==> config.mk <==
export PLATFORM = sky130hd
export DESIGN_NAME = delay_window_min_tracker_flat
export DESIGN_NICKNAME = d
export VERILOG_FILES = /design/src/design/dwmt_pkg.sv /design/src/design/dwmt_in_if.sv /design/src/design/dwmt_out_if.sv /design/src/design/dwmt_cfg_if.sv /design/src/design/dwmt_ram.sv /design/src/design/dwmt_ctrl.sv /design/src/design/dwmt_datapath.sv /design/src/design/delay_window_min_tracker.sv /design/src/flat_wrapper.sv
export SDC_FILE = /design/constraint.sdc
export NUM_CORES = 2
export LEC_CHECK = 0
export ABC_AREA = 1
export BUFFER_PORTS_ARGS = -buffer_cell sky130_fd_sc_hd__buf_2
export CORE_ASPECT_RATIO = 1.5
export CORE_MARGIN = 2
export CORE_UTILIZATION = 45
export CTS_CLUSTER_SIZE = 10
export DETAILED_ROUTE_END_ITERATION = 7
export PLACE_DENSITY_LB_ADDON = 0.12
export SLEW_MARGIN = 0
export SYNTH_ARGS = -nofsm -noshare
export SYNTH_HDL_FRONTEND = slang
export SYNTH_SLANG_ARGS = --single-unit
==> constraint.sdc <==
create_clock -name clk -period 23.7 [get_ports clk]
set_clock_uncertainty 0.15 [all_clocks]
set_input_delay 4.74 -clock clk [delete_from_list [all_inputs] [get_ports clk]]
set_output_delay 4.74 -clock clk [all_outputs]
set_load 0.01 [all_outputs]
==> src/design/dwmt_pkg.sv <==
// ---------------------------------------------------------------------------
// dwmt_pkg: shared types and constants
// Field widths, parameter defaults and controller/datapath signal groups
// for the delay window minimum tracker.
// ---------------------------------------------------------------------------
package dwmt_pkg;

  localparam int SAMPLE_W = 48;
  localparam int TICK_W   = 32;
  localparam int QUEUE_W  = 49;

  localparam int DEF_HIST_DEPTH   = 10;
  localparam int DEF_RECENT_DEPTH = 1;

  localparam logic [TICK_W-1:0] ROLLOVER_RESET = 32'd60000;

  localparam logic SEL_NOISE = 1'b0;
  localparam logic SEL_BASE  = 1'b1;

  typedef logic signed [SAMPLE_W-1:0] sample_t;
  typedef logic        [TICK_W-1:0]   tick_t;
  typedef logic signed [QUEUE_W-1:0]  queue_t;

  typedef struct packed {
    logic push;
    logic scan_load;
    logic scan_sel;
    logic out_load;
  } cmd_t;

  typedef struct packed {
    logic need_n;
    logic need_b;
    logic scan_done;
  } sts_t;

endpackage

==> src/design/dwmt_in_if.sv <==
// ---------------------------------------------------------------------------
// dwmt_in_if: sample input channel
// Valid/ready channel carrying one delay sample and its timestamp.
// ---------------------------------------------------------------------------
interface dwmt_in_if;
  logic             valid;
  logic             ready;
  dwmt_pkg::sample_t delay_sample;
  dwmt_pkg::tick_t   now_ticks;

  modport source (output valid, output delay_sample, output now_ticks, input ready);
  modport sink   (input valid, input delay_sample, input now_ticks, output ready);
endinterface

==> src/design/dwmt_out_if.sv <==
// ---------------------------------------------------------------------------
// dwmt_out_if: result output channel
// Valid/ready channel carrying current, base and queuing delay.
// ---------------------------------------------------------------------------
interface dwmt_out_if;
  logic              valid;
  logic              ready;
  dwmt_pkg::sample_t recent_min;
  dwmt_pkg::sample_t floor_min;
  dwmt_pkg::queue_t  excess_delay;
  logic              delays_valid;

  modport source (output valid, output recent_min, output floor_min,
                  output excess_delay, output delays_valid, input ready);
  modport sink   (input valid, input recent_min, input floor_min,
                  input excess_delay, input delays_valid, output ready);
endinterface

==> src/design/dwmt_cfg_if.sv <==
// ---------------------------------------------------------------------------
// dwmt_cfg_if: configuration write channel
// Valid/ready channel carrying the rollover_ticks write data.
// ---------------------------------------------------------------------------
interface dwmt_cfg_if;
  logic            valid;
  logic            ready;
  dwmt_pkg::tick_t data;

  modport source (output valid, output data, input ready);
  modport sink   (input valid, input data, output ready);
endinterface

==> src/design/dwmt_ram.sv <==
// ---------------------------------------------------------------------------
// dwmt_ram: generic single-port-write RAM
// One write port, one read port with registered read data.
// ---------------------------------------------------------------------------
module dwmt_ram #(
  parameter int WIDTH = 8,
  parameter int DEPTH = 2
) (
  input  logic                     clk,
  input  logic                     we,
  input  logic [$clog2(DEPTH)-1:0] waddr,
  input  logic [WIDTH-1:0]         wdata,
  input  logic [$clog2(DEPTH)-1:0] raddr,
  output logic [WIDTH-1:0]         rdata
);

  logic [WIDTH-1:0] mem [DEPTH];
  logic [WIDTH-1:0] rdata_r;

  always_ff @(posedge clk) begin
    if (we) begin
      mem[waddr] <= wdata;
    end
    rdata_r <= mem[raddr];
  end

  assign rdata = rdata_r;

endmodule

==> src/design/dwmt_ctrl.sv <==
// ---------------------------------------------------------------------------
// dwmt_ctrl: sequencing controller
// Accepts a sample, runs the noise and base rescans when needed and
// hands the result to the output register.
// ---------------------------------------------------------------------------
module dwmt_ctrl (
  input  logic           clk,
  input  logic           rst_n,
  input  logic           in_valid,
  output logic           in_ready,
  output logic           out_valid,
  input  logic           out_ready,
  output dwmt_pkg::cmd_t cmd,
  input  dwmt_pkg::sts_t sts
);

  localparam logic [2:0] S_IDLE   = 3'd0;
  localparam logic [2:0] S_LOAD_N = 3'd1;
  localparam logic [2:0] S_SCAN_N = 3'd2;
  localparam logic [2:0] S_LOAD_B = 3'd3;
  localparam logic [2:0] S_SCAN_B = 3'd4;
  localparam logic [2:0] S_DONE   = 3'd5;

  logic [2:0] state_r, state_nxt;
  logic       need_b_r, need_b_nxt;
  logic       out_valid_r, out_valid_nxt;

  always_comb begin
    state_nxt     = state_r;
    need_b_nxt    = need_b_r;
    in_ready      = 1'b0;
    cmd           = '0;
    cmd.scan_sel  = dwmt_pkg::SEL_NOISE;
    unique case (state_r)
      S_IDLE: begin
        in_ready = 1'b1;
        if (in_valid) begin
          cmd.push   = 1'b1;
          need_b_nxt = sts.need_b;
          if (sts.need_n) begin
            state_nxt = S_LOAD_N;
          end else if (sts.need_b) begin
            state_nxt = S_LOAD_B;
          end else begin
            state_nxt = S_DONE;
          end
        end
      end
      S_LOAD_N: begin
        cmd.scan_load = 1'b1;
        cmd.scan_sel  = dwmt_pkg::SEL_NOISE;
        state_nxt     = S_SCAN_N;
      end
      S_SCAN_N: begin
        if (sts.scan_done) begin
          state_nxt = need_b_r ? S_LOAD_B : S_DONE;
        end
      end
      S_LOAD_B: begin
        cmd.scan_load = 1'b1;
        cmd.scan_sel  = dwmt_pkg::SEL_BASE;
        state_nxt     = S_SCAN_B;
      end
      S_SCAN_B: begin
        if (sts.scan_done) begin
          state_nxt = S_DONE;
        end
      end
      S_DONE: begin
        if (!out_valid_r || out_ready) begin
          cmd.out_load = 1'b1;
          state_nxt    = S_IDLE;
        end
      end
      default: begin
        state_nxt = S_IDLE;
      end
    endcase
  end

  always_comb begin
    out_valid_nxt = out_valid_r;
    if (cmd.out_load) begin
      out_valid_nxt = 1'b1;
    end else if (out_ready) begin
      out_valid_nxt = 1'b0;
    end
  end

  always_ff @(posedge clk) begin
    if (!rst_n) begin
      state_r     <= S_IDLE;
      need_b_r    <= 1'b0;
      out_valid_r <= 1'b0;
    end else begin
      state_r     <= state_nxt;
      need_b_r    <= need_b_nxt;
      out_valid_r <= out_valid_nxt;
    end
  end

  assign out_valid = out_valid_r;

endmodule

==> src/design/dwmt_datapath.sv <==
// ---------------------------------------------------------------------------
// dwmt_datapath: window rings, rescan unit and output register
// Noise and base rings in RAM with cached minimum and pointer registers,
// one shared sequential rescan unit, rollover timing and result register.
// ---------------------------------------------------------------------------
module dwmt_datapath #(
  parameter int HIST_DEPTH   = dwmt_pkg::DEF_HIST_DEPTH,
  parameter int RECENT_DEPTH = dwmt_pkg::DEF_RECENT_DEPTH
) (
  input  logic              clk,
  input  logic              rst_n,
  input  dwmt_pkg::cmd_t    cmd,
  output dwmt_pkg::sts_t    sts,
  input  dwmt_pkg::sample_t in_delay_sample,
  input  dwmt_pkg::tick_t   in_now_ticks,
  input  logic              cfg_we,
  input  dwmt_pkg::tick_t   cfg_data,
  output dwmt_pkg::sample_t out_recent_min,
  output dwmt_pkg::sample_t out_floor_min,
  output dwmt_pkg::queue_t  out_excess_delay,
  output logic              out_delays_valid
);

  localparam int NOISE_LEN = RECENT_DEPTH + 1;
  localparam int BASE_LEN  = HIST_DEPTH + 1;
  localparam int NW = $clog2(NOISE_LEN);
  localparam int BW = $clog2(BASE_LEN);
  localparam int SW = (NW > BW) ? NW : BW;

  function automatic logic [NW-1:0] inc_n(input logic [NW-1:0] x);
    return (x == NW'(NOISE_LEN - 1)) ? '0 : x + NW'(1);
  endfunction

  function automatic logic [BW-1:0] inc_b(input logic [BW-1:0] x);
    return (x == BW'(BASE_LEN - 1)) ? '0 : x + BW'(1);
  endfunction

  // ring pointers and cached minimum
  logic [NW-1:0]     n_oldest_r, n_oldest_nxt, n_next_r, n_next_nxt, n_min_pos_r, n_min_pos_nxt;
  dwmt_pkg::sample_t n_min_val_r, n_min_val_nxt;
  logic [BW-1:0]     b_oldest_r, b_oldest_nxt, b_next_r, b_next_nxt, b_min_pos_r, b_min_pos_nxt;
  dwmt_pkg::sample_t b_min_val_r, b_min_val_nxt;
  dwmt_pkg::sample_t b_last_val_r, b_last_val_nxt;
  dwmt_pkg::tick_t   mark_r, mark_nxt;
  dwmt_pkg::tick_t   rollover_ticks_r, rollover_ticks_nxt;

  // rescan unit
  logic          scanning_r, scanning_nxt;
  logic          sel_r, sel_nxt;
  logic [SW-1:0] rd_addr_r, rd_addr_nxt;
  logic [SW-1:0] left_r, left_nxt;
  logic          dv_r, dv_nxt;
  logic [SW-1:0] idx_r, idx_nxt;
  logic          first_r, first_nxt;

  // RAM ports
  logic              n_we, b_we;
  logic [NW-1:0]     n_waddr;
  logic [BW-1:0]     b_waddr;
  dwmt_pkg::sample_t n_rdata, b_rdata;

  // output register
  dwmt_pkg::sample_t out_cur_r, out_base_r;
  dwmt_pkg::queue_t  out_queue_r;
  logic              out_valid_r;

  logic              n_empty, b_empty, roll, scan_done;
  logic [NW-1:0]     n_next_inc;
  logic [BW-1:0]     b_next_inc, b_last;
  dwmt_pkg::tick_t   mark_eff, elapsed;
  dwmt_pkg::sample_t scan_data, scan_min, res_cur, res_base;
  logic              res_valid;

  assign n_empty    = (n_oldest_r == n_next_r);
  assign b_empty    = (b_oldest_r == b_next_r);
  assign n_next_inc = inc_n(n_next_r);
  assign b_next_inc = inc_b(b_next_r);
  assign b_last     = (b_next_r == '0) ? BW'(BASE_LEN - 1) : b_next_r - BW'(1);
  assign mark_eff   = (mark_r == '0) ? in_now_ticks : mark_r;
  assign elapsed    = in_now_ticks - mark_eff;
  assign roll       = (elapsed > rollover_ticks_r);
  assign scan_done  = scanning_r && (left_r == '0) && !dv_r;
  assign scan_data  = (sel_r == dwmt_pkg::SEL_BASE) ? b_rdata : n_rdata;
  assign scan_min   = (sel_r == dwmt_pkg::SEL_BASE) ? b_min_val_r : n_min_val_r;

  always_comb begin
    n_oldest_nxt       = n_oldest_r;
    n_next_nxt         = n_next_r;
    n_min_pos_nxt      = n_min_pos_r;
    n_min_val_nxt      = n_min_val_r;
    b_oldest_nxt       = b_oldest_r;
    b_next_nxt         = b_next_r;
    b_min_pos_nxt      = b_min_pos_r;
    b_min_val_nxt      = b_min_val_r;
    b_last_val_nxt     = b_last_val_r;
    mark_nxt           = mark_r;
    rollover_ticks_nxt = cfg_we ? cfg_data : rollover_ticks_r;
    n_we               = 1'b0;
    n_waddr            = n_next_r;
    b_we               = 1'b0;
    b_waddr            = b_next_r;
    sts                = '0;
    sts.scan_done      = scan_done;
    scanning_nxt       = scanning_r;
    sel_nxt            = sel_r;
    rd_addr_nxt        = rd_addr_r;
    left_nxt           = left_r;
    dv_nxt             = dv_r;
    idx_nxt            = idx_r;
    first_nxt          = first_r;

    if (cmd.push) begin
      // noise ring
      n_we       = 1'b1;
      n_next_nxt = n_next_inc;
      if (n_empty || (in_delay_sample < n_min_val_r)) begin
        n_min_pos_nxt = n_next_r;
        n_min_val_nxt = in_delay_sample;
      end
      if (!n_empty && (n_next_inc == n_oldest_r)) begin
        n_oldest_nxt = inc_n(n_oldest_r);
        sts.need_n   = (n_min_pos_nxt == n_oldest_r);
      end
      // base ring
      if (b_empty || roll) begin
        mark_nxt       = b_empty ? mark_eff : in_now_ticks;
        b_we           = 1'b1;
        b_last_val_nxt = in_delay_sample;
        b_next_nxt     = b_next_inc;
        if (b_empty || (in_delay_sample < b_min_val_r)) begin
          b_min_pos_nxt = b_next_r;
          b_min_val_nxt = in_delay_sample;
        end
        if (!b_empty && (b_next_inc == b_oldest_r)) begin
          b_oldest_nxt = inc_b(b_oldest_r);
          sts.need_b   = (b_min_pos_nxt == b_oldest_r);
        end
      end else begin
        mark_nxt = mark_eff;
        if (in_delay_sample < b_last_val_r) begin
          b_we           = 1'b1;
          b_waddr        = b_last;
          b_last_val_nxt = in_delay_sample;
          if (in_delay_sample < b_min_val_r) begin
            b_min_pos_nxt = b_last;
            b_min_val_nxt = in_delay_sample;
          end
        end
      end
    end

    if (cmd.scan_load) begin
      scanning_nxt = 1'b1;
      sel_nxt      = cmd.scan_sel;
      dv_nxt       = 1'b0;
      first_nxt    = 1'b1;
      if (cmd.scan_sel == dwmt_pkg::SEL_BASE) begin
        rd_addr_nxt = SW'(b_oldest_r);
        left_nxt    = SW'(BASE_LEN - 1);
      end else begin
        rd_addr_nxt = SW'(n_oldest_r);
        left_nxt    = SW'(NOISE_LEN - 1);
      end
    end else if (scanning_r) begin
      dv_nxt  = (left_r != '0);
      idx_nxt = rd_addr_r;
      if (left_r != '0) begin
        left_nxt = left_r - SW'(1);
        if (sel_r == dwmt_pkg::SEL_BASE) begin
          rd_addr_nxt = (rd_addr_r == SW'(BASE_LEN - 1)) ? '0 : rd_addr_r + SW'(1);
        end else begin
          rd_addr_nxt = (rd_addr_r == SW'(NOISE_LEN - 1)) ? '0 : rd_addr_r + SW'(1);
        end
      end
      if (dv_r) begin
        first_nxt = 1'b0;
        if (first_r || (scan_data < scan_min)) begin
          if (sel_r == dwmt_pkg::SEL_BASE) begin
            b_min_pos_nxt = idx_r[BW-1:0];
            b_min_val_nxt = scan_data;
          end else begin
            n_min_pos_nxt = idx_r[NW-1:0];
            n_min_val_nxt = scan_data;
          end
        end
      end
      if (scan_done) begin
        scanning_nxt = 1'b0;
      end
    end
  end

  assign res_valid = !n_empty && !b_empty;
  assign res_cur   = n_empty ? '0 : n_min_val_r;
  assign res_base  = b_empty ? '0 : b_min_val_r;

  always_ff @(posedge clk) begin
    if (!rst_n) begin
      n_oldest_r       <= '0;
      n_next_r         <= '0;
      n_min_pos_r      <= '0;
      b_oldest_r       <= '0;
      b_next_r         <= '0;
      b_min_pos_r      <= '0;
      mark_r           <= '0;
      rollover_ticks_r <= dwmt_pkg::ROLLOVER_RESET;
      scanning_r       <= 1'b0;
      left_r           <= '0;
      dv_r             <= 1'b0;
    end else begin
      n_oldest_r       <= n_oldest_nxt;
      n_next_r         <= n_next_nxt;
      n_min_pos_r      <= n_min_pos_nxt;
      b_oldest_r       <= b_oldest_nxt;
      b_next_r         <= b_next_nxt;
      b_min_pos_r      <= b_min_pos_nxt;
      mark_r           <= mark_nxt;
      rollover_ticks_r <= rollover_ticks_nxt;
      scanning_r       <= scanning_nxt;
      left_r           <= left_nxt;
      dv_r             <= dv_nxt;
    end
  end

  always_ff @(posedge clk) begin
    n_min_val_r  <= n_min_val_nxt;
    b_min_val_r  <= b_min_val_nxt;
    b_last_val_r <= b_last_val_nxt;
    sel_r        <= sel_nxt;
    rd_addr_r    <= rd_addr_nxt;
    idx_r        <= idx_nxt;
    first_r      <= first_nxt;
    if (cmd.out_load) begin
      out_cur_r   <= res_cur;
      out_base_r  <= res_base;
      out_valid_r <= res_valid;
      out_queue_r <= res_valid ? (dwmt_pkg::queue_t'(res_cur) - dwmt_pkg::queue_t'(res_base))
                               : '0;
    end
  end

  dwmt_ram #(
    .WIDTH (dwmt_pkg::SAMPLE_W),
    .DEPTH (NOISE_LEN)
  ) u_noise_ram (
    .clk   (clk),
    .we    (n_we),
    .waddr (n_waddr),
    .wdata (in_delay_sample),
    .raddr (rd_addr_r[NW-1:0]),
    .rdata (n_rdata)
  );

  dwmt_ram #(
    .WIDTH (dwmt_pkg::SAMPLE_W),
    .DEPTH (BASE_LEN)
  ) u_base_ram (
    .clk   (clk),
    .we    (b_we),
    .waddr (b_waddr),
    .wdata (in_delay_sample),
    .raddr (rd_addr_r[BW-1:0]),
    .rdata (b_rdata)
  );

  assign out_recent_min   = out_cur_r;
  assign out_floor_min    = out_base_r;
  assign out_excess_delay = out_queue_r;
  assign out_delays_valid = out_valid_r;

endmodule

==> src/design/delay_window_min_tracker.sv <==
// ---------------------------------------------------------------------------
// delay_window_min_tracker: current and base delay filter
// Usage:
//   in_chan  - one delay sample plus tick timestamp per transfer.
//   out_chan - one result per sample: current delay (noise window minimum),
//              base delay (base history minimum), queuing delay, valid flag.
//   cfg_chan - writes rollover_ticks; always ready, write only while idle.
// Timing: a sample is taken only while the controller is idle. The push
//   is done in the same cycle the sample is taken, and the result is
//   loaded into the output register from the done state. Evicting the
//   minimum of a ring adds a sequential RAM rescan of that ring (noise or
//   base), one entry read per cycle from the ring RAM, before the result
//   is loaded; a new sample is not taken until the result is loaded.
// Reset: rst_n clears both rings to empty, the rollover mark to unset and
//   rollover_ticks to 60000; no clearing pass is needed.
// Stall: a held result stays in the output register; the next sample is
//   taken and processed, then waits until the output register frees.
// ---------------------------------------------------------------------------
module delay_window_min_tracker #(
  parameter int HIST_DEPTH   = dwmt_pkg::DEF_HIST_DEPTH,
  parameter int RECENT_DEPTH = dwmt_pkg::DEF_RECENT_DEPTH
) (
  input  logic        clk,
  input  logic        rst_n,
  dwmt_in_if.sink     in_chan,
  dwmt_out_if.source  out_chan,
  dwmt_cfg_if.sink    cfg_chan
);

  dwmt_pkg::cmd_t cmd;
  dwmt_pkg::sts_t sts;

  assign cfg_chan.ready = 1'b1;

  dwmt_ctrl u_ctrl (
    .clk       (clk),
    .rst_n     (rst_n),
    .in_valid  (in_chan.valid),
    .in_ready  (in_chan.ready),
    .out_valid (out_chan.valid),
    .out_ready (out_chan.ready),
    .cmd       (cmd),
    .sts       (sts)
  );

  dwmt_datapath #(
    .HIST_DEPTH   (HIST_DEPTH),
    .RECENT_DEPTH (RECENT_DEPTH)
  ) u_datapath (
    .clk              (clk),
    .rst_n            (rst_n),
    .cmd              (cmd),
    .sts              (sts),
    .in_delay_sample  (in_chan.delay_sample),
    .in_now_ticks     (in_chan.now_ticks),
    .cfg_we           (cfg_chan.valid),
    .cfg_data         (cfg_chan.data),
    .out_recent_min   (out_chan.recent_min),
    .out_floor_min    (out_chan.floor_min),
    .out_excess_delay (out_chan.excess_delay),
    .out_delays_valid (out_chan.delays_valid)
  );

endmodule

==> src/flat_wrapper.sv <==
// flat-port wrapper written by rule: the top's interface ports become plain ports
module delay_window_min_tracker_flat 
#(
  parameter int HIST_DEPTH   = dwmt_pkg::DEF_HIST_DEPTH,
  parameter int RECENT_DEPTH = dwmt_pkg::DEF_RECENT_DEPTH
)
  (clk, rst_n, in_chan_valid, in_chan_delay_sample, in_chan_now_ticks, in_chan_ready, out_chan_valid, out_chan_recent_min, out_chan_floor_min, out_chan_excess_delay, out_chan_delays_valid, out_chan_ready, cfg_chan_valid, cfg_chan_data, cfg_chan_ready);
  dwmt_in_if in_chan_i ();
  dwmt_out_if out_chan_i ();
  dwmt_cfg_if cfg_chan_i ();
  input  logic clk;
  input  logic rst_n;
  input wire logic [$bits(in_chan_i.valid)-1:0] in_chan_valid;
  input wire logic [$bits(in_chan_i.delay_sample)-1:0] in_chan_delay_sample;
  input wire logic [$bits(in_chan_i.now_ticks)-1:0] in_chan_now_ticks;
  output wire logic [$bits(in_chan_i.ready)-1:0] in_chan_ready;
  output wire logic [$bits(out_chan_i.valid)-1:0] out_chan_valid;
  output wire logic [$bits(out_chan_i.recent_min)-1:0] out_chan_recent_min;
  output wire logic [$bits(out_chan_i.floor_min)-1:0] out_chan_floor_min;
  output wire logic [$bits(out_chan_i.excess_delay)-1:0] out_chan_excess_delay;
  output wire logic [$bits(out_chan_i.delays_valid)-1:0] out_chan_delays_valid;
  input wire logic [$bits(out_chan_i.ready)-1:0] out_chan_ready;
  input wire logic [$bits(cfg_chan_i.valid)-1:0] cfg_chan_valid;
  input wire logic [$bits(cfg_chan_i.data)-1:0] cfg_chan_data;
  output wire logic [$bits(cfg_chan_i.ready)-1:0] cfg_chan_ready;
  assign in_chan_i.valid = in_chan_valid;
  assign in_chan_i.delay_sample = in_chan_delay_sample;
  assign in_chan_i.now_ticks = in_chan_now_ticks;
  assign in_chan_ready = in_chan_i.ready;
  assign out_chan_valid = out_chan_i.valid;
  assign out_chan_recent_min = out_chan_i.recent_min;
  assign out_chan_floor_min = out_chan_i.floor_min;
  assign out_chan_excess_delay = out_chan_i.excess_delay;
  assign out_chan_delays_valid = out_chan_i.delays_valid;
  assign out_chan_i.ready = out_chan_ready;
  assign cfg_chan_i.valid = cfg_chan_valid;
  assign cfg_chan_i.data = cfg_chan_data;
  assign cfg_chan_ready = cfg_chan_i.ready;
  delay_window_min_tracker #(.HIST_DEPTH(HIST_DEPTH), .RECENT_DEPTH(RECENT_DEPTH)) u_core (.clk(clk), .rst_n(rst_n), .in_chan(in_chan_i), .out_chan(out_chan_i), .cfg_chan(cfg_chan_i));
endmodule
==> summary.txt <==
Placed design
  • Gp weighted congestion: ~1.0
  • Instance count after placement with tap cells included: between 7k and 8k
  • Placement-stage worst setup slack: between 10 and 15 ns
  • DPL Wire Length: approximately 120 mm
  • Placed instance area: about 0.057 sq mm
  • Number of port buffers: 264

STA
  • Worst relative slew slack: 0.223
  • Final critical path time including I/O delays and setup: between 10 and 15 ns
  • Setup repair after global routing missed its margin: no
  • Worst Hold Margin: ~0.27 ns
  • Worst-case setup margin in the final layout: roughly 13 ns
  • Number of endpoints failing setup at the final stage: 0
  • Accumulated negative setup slack: 0 ns
  • Final count of hold timing violations: 0
  • Transition time at the pin with the least slew margin: 1.17 ns
  • Achievable clock frequency: between 0.08 and 0.09 GHz
  • Final worst-path cycle share: 0.470
  • Number of pins with negative max-slew slack in the final report: 0

Global routing
  • First-pass GRT wire length: between 200 and 300 mm
  • Total grt overflow: 0
  • Number of global-route vias before repair: between 40k and 50k
  • Initial antenna violation count: 6
  • Maximum number of pins on one net before global-route repair: around 140
  • Total global-route track usage: 0.287

Critical path
  • Critical Path Max Stage Delay: between 0.5 and 0.6 ns
  • Largest fanout on the critical path: 52
  • Category of the worst setup path launch point: input port
  • Number of cells on the worst reg-to-reg path: 37
  • Worst-path cell with the longest stage delay: sky130_fd_sc_hd__buf_4
  • Arrival time of the worst setup path: approximately 11 ns
  • Minimum setup slack among reg-to-reg paths: around 15 ns
  • Data required time of the critical path: approximately 24 ns
  • Worst R2R End: u_core.u_datapath.u_base_ram.mem[2][23]
  • Crit end category: register
  • Reg-to-reg startpoint: u_core.u_datapath.mark_r[16]
  • Cell repeated most along the worst path: sky130_fd_sc_hd__nand2_1
  • Worst setup path category: input port to register

Synthesis
  • Number of instances in the synthesized netlist: between 5k and 6k
  • Area share of the leading cell type in the synthesized netlist: 0.463
  • Yosys reg bits: ~1.1k
  • Number of synthesized flops with an enable pin: around 830
  • Most instantiated library cell after synthesis: sky130_fd_sc_hd__nand2_1
  • Net count after synthesis: 6048
  • Async SR Flop Fraction: 0
  • Cell Area, Synth: approximately 0.054 sq mm
  • Synth area leader: sky130_fd_sc_hd__edfxtp_1
  • Seq/Total Area, Yosys: 0.568
  • Commonest cells in the netlist: sky130_fd_sc_hd__nand2_1, sky130_fd_sc_hd__edfxtp_1, sky130_fd_sc_hd__nor2_1
  • Prevailing post-synth register cell: sky130_fd_sc_hd__edfxtp_1
  • Dominant cells by area after synthesis: sky130_fd_sc_hd__edfxtp_1, sky130_fd_sc_hd__dfxtp_1, sky130_fd_sc_hd__nand2_1
  • Count of distinct cell types in the synthesized netlist: 64
  • Mean instance size in the synthesized netlist: 9.54 sq um
  • Warnings, synthesis: 0

Clocking
  • Total setup buffers inserted after CTS: 0
  • TritonCTS sink count: ~1.1k
  • Worst-path clk slew: around 0.07 ns
  • Skew-Pair Late Insertion Delay: between 0.7 and 0.8 ns
  • Number of levels the H-tree was split into: 4
  • Hold-fix buffer count after cts: 0
  • Clock tree from TritonCTS: built
  • Resized cells post-CTS: 0
  • CTS Buf Count: 130
  • Buffer cell driving the clock tree root: sky130_fd_sc_hd__clkbuf_16
  • Number of buffers on the longest clock path: 3

Pwr
  • Final Power: ~9.4 mW
  • Worst-case vdd ir drop: 0.115 mV
  • Lkg Pwr: 24.5 nW
  • Cell area power density: 156 mW/mm^2

Route
  • Total DRC errors in the routed layout: 0
  • DR vias/cell: ~5.6
  • Number of vias in the routed layout: approximately 42k
  • Total iterations of the first detailed-routing run: 7
  • Post-route antenna net violation count: 0
  • Detailed Route WL: about 180 mm
  • Initial drt markers: 3554
  • Avg WL per Cell: about 24 um

Min path
  • Min-Delay Endpoint: u_core.u_datapath.u_noise_ram.rdata[20]
  • Worst Hold Class: register to register
  • Hold Path Origin: u_core.u_datapath.u_noise_ram.mem[0][20]
  • Hold-critical path depth: 2

Flow run
  • Max-capacitance violation count: 0

Floorplanning
  • Chip Width: between 200 and 300 um
  • Placement row count: ~160
  • Height of the die: around 430 um
  • Effective utilization at floorplan: 0.452
  • Full die area: between 0.1 and 0.15 sq mm
  • I/O pin count: ~270
  • Area of the core region: ~0.12 sq mm

Cells and area
  • Layout Cells excl Fill: ~7.5k
  • Synthesis-to-layout area growth: 12.8%
  • Finished Core Util: 0.510
  • Number of nets in the layout: 6280
  • Ratio of cells with drive above 1 in the final layout: 0.102
  • Final instance area: slightly above 0.06 sq mm

Run status
  • Result of the run: completed
worst max path at each step:
stage | endpoint | cells past startpoint | from | slack, ns
floorplan | u_core.u_datapath.u_base_ram.mem[6][0] | 26 | in_chan_now_ticks[1] | 10.07
global placement | u_core.u_datapath.u_base_ram.mem[2][31] | 29 | in_chan_now_ticks[1] | 11.82
detailed placement | u_core.u_datapath.u_base_ram.mem[2][29] | 29 | in_chan_now_ticks[1] | 11.82
CTS | u_core.u_datapath.u_base_ram.mem[2][35] | 29 | in_chan_now_ticks[1] | 12.61
global route | u_core.u_datapath.u_base_ram.mem[2][31] | 30 | in_chan_now_ticks[1] | 12.14
finish | u_core.u_datapath.u_base_ram.mem[2][23] | 29 | in_chan_now_ticks[1] | 12.56
cells in the final DEF, fill, tap and decap left out, types with 59 or more instances in the layout:
cell                           n
sky130_fd_sc_hd__a31oi_1      77
sky130_fd_sc_hd__inv_1       467
sky130_fd_sc_hd__nand2_1    1251
sky130_fd_sc_hd__clkbuf_1     59
sky130_fd_sc_hd__nor2_1      470
sky130_fd_sc_hd__buf_2       264
sky130_fd_sc_hd__edfxtp_1    827
sky130_fd_sc_hd__dfxtp_1     283
sky130_fd_sc_hd__a22oi_1      68
sky130_fd_sc_hd__o21ai_0     423
sky130_fd_sc_hd__buf_4        82
sky130_fd_sc_hd__ha_1        304
sky130_fd_sc_hd__nand3_1     255
sky130_fd_sc_hd__clkbuf_16   135
sky130_fd_sc_hd__a21oi_1     473
flip-flops by register name, indices dropped and copies added, names as in the netlist, 3 cells and up:
signal,flops
u_core.u_ctrl.state_r,3
u_core.u_datapath.u_noise_ram.mem,96
u_core.u_datapath.b_oldest_r,4
u_core.u_datapath.out_floor_min,48
u_core.u_datapath.u_base_ram.rdata,48
u_core.u_datapath.b_last_val_r,48
u_core.u_datapath.idx_r,4
u_core.u_datapath.b_next_r,4
u_core.u_datapath.out_recent_min,48
u_core.u_datapath.u_noise_ram.rdata,48
u_core.u_datapath.b_min_val_r,48
u_core.u_datapath.rd_addr_r,4
u_core.u_datapath.b_min_pos_r,4
u_core.u_datapath.mark_r,32
u_core.u_datapath.out_excess_delay,49
u_core.u_datapath.u_base_ram.mem,528
u_core.u_datapath.left_r,4
u_core.u_datapath.rollover_ticks_r,32
u_core.u_datapath.n_min_val_r,48
worst max-delay path, delay by kind of cell:
family	cells	cell delay, ns
XOR/XNOR	1	0.19
adder cells (fa/ha/maj)	2	0.61
AND/OR/NAND/NOR	9	1.23
buffers and inverters	6	1.77
AO/OA/AOI/OAI	11	2.60
logic make-up after synthesis:
family,synth area share
buffers and inverters,0.0535
adder cells (fa/ha/maj),0.0716
flip-flops,0.568
AO/OA/AOI/OAI,0.136
XOR/XNOR,0.00604
other,0.0000699
AND/OR/NAND/NOR,0.164
multiplexers,0.000373
power by group:
part | internal, mW | switching [mW] | total, mW
clock | 1.05 | 0.774 | 1.83
sequential | 2.55 | 0.182 | 2.73
combinational | 1.41 | 3.46 | 4.87
total | 5.01 | 4.42 | 9.43
per-layer routing:
| layer | vias to the layer above | GRT usage | wire length, um |
|---|---|---|---|
| li1 | 20010 | - | - |
| met1 | 20415 | 0.330 | 67100 |
| met2 | 1450 | 0.519 | 90900 |
| met3 | 372 | 0.0378 | 8970 |
| met4 | 0 | 0.150 | 9900 |
| met5 | - | 0 | 0 |
final cells by class:
cell class / count / area (sq um)
Multi-Input combinational cell: 3783 / 20500
Inverter: 485 / 1830
Timing Repair Buffer: 347 / 1960
Antenna cell: 4 / 10.0
Clock inverter: 13 / 146
Tap cell: 1570 / 1960
Sequential cell: 1110 / 30500
Fill cell: 10974 / 58200
Clock buffer: 196 / 3630
(Power assumes the default switching activity.)
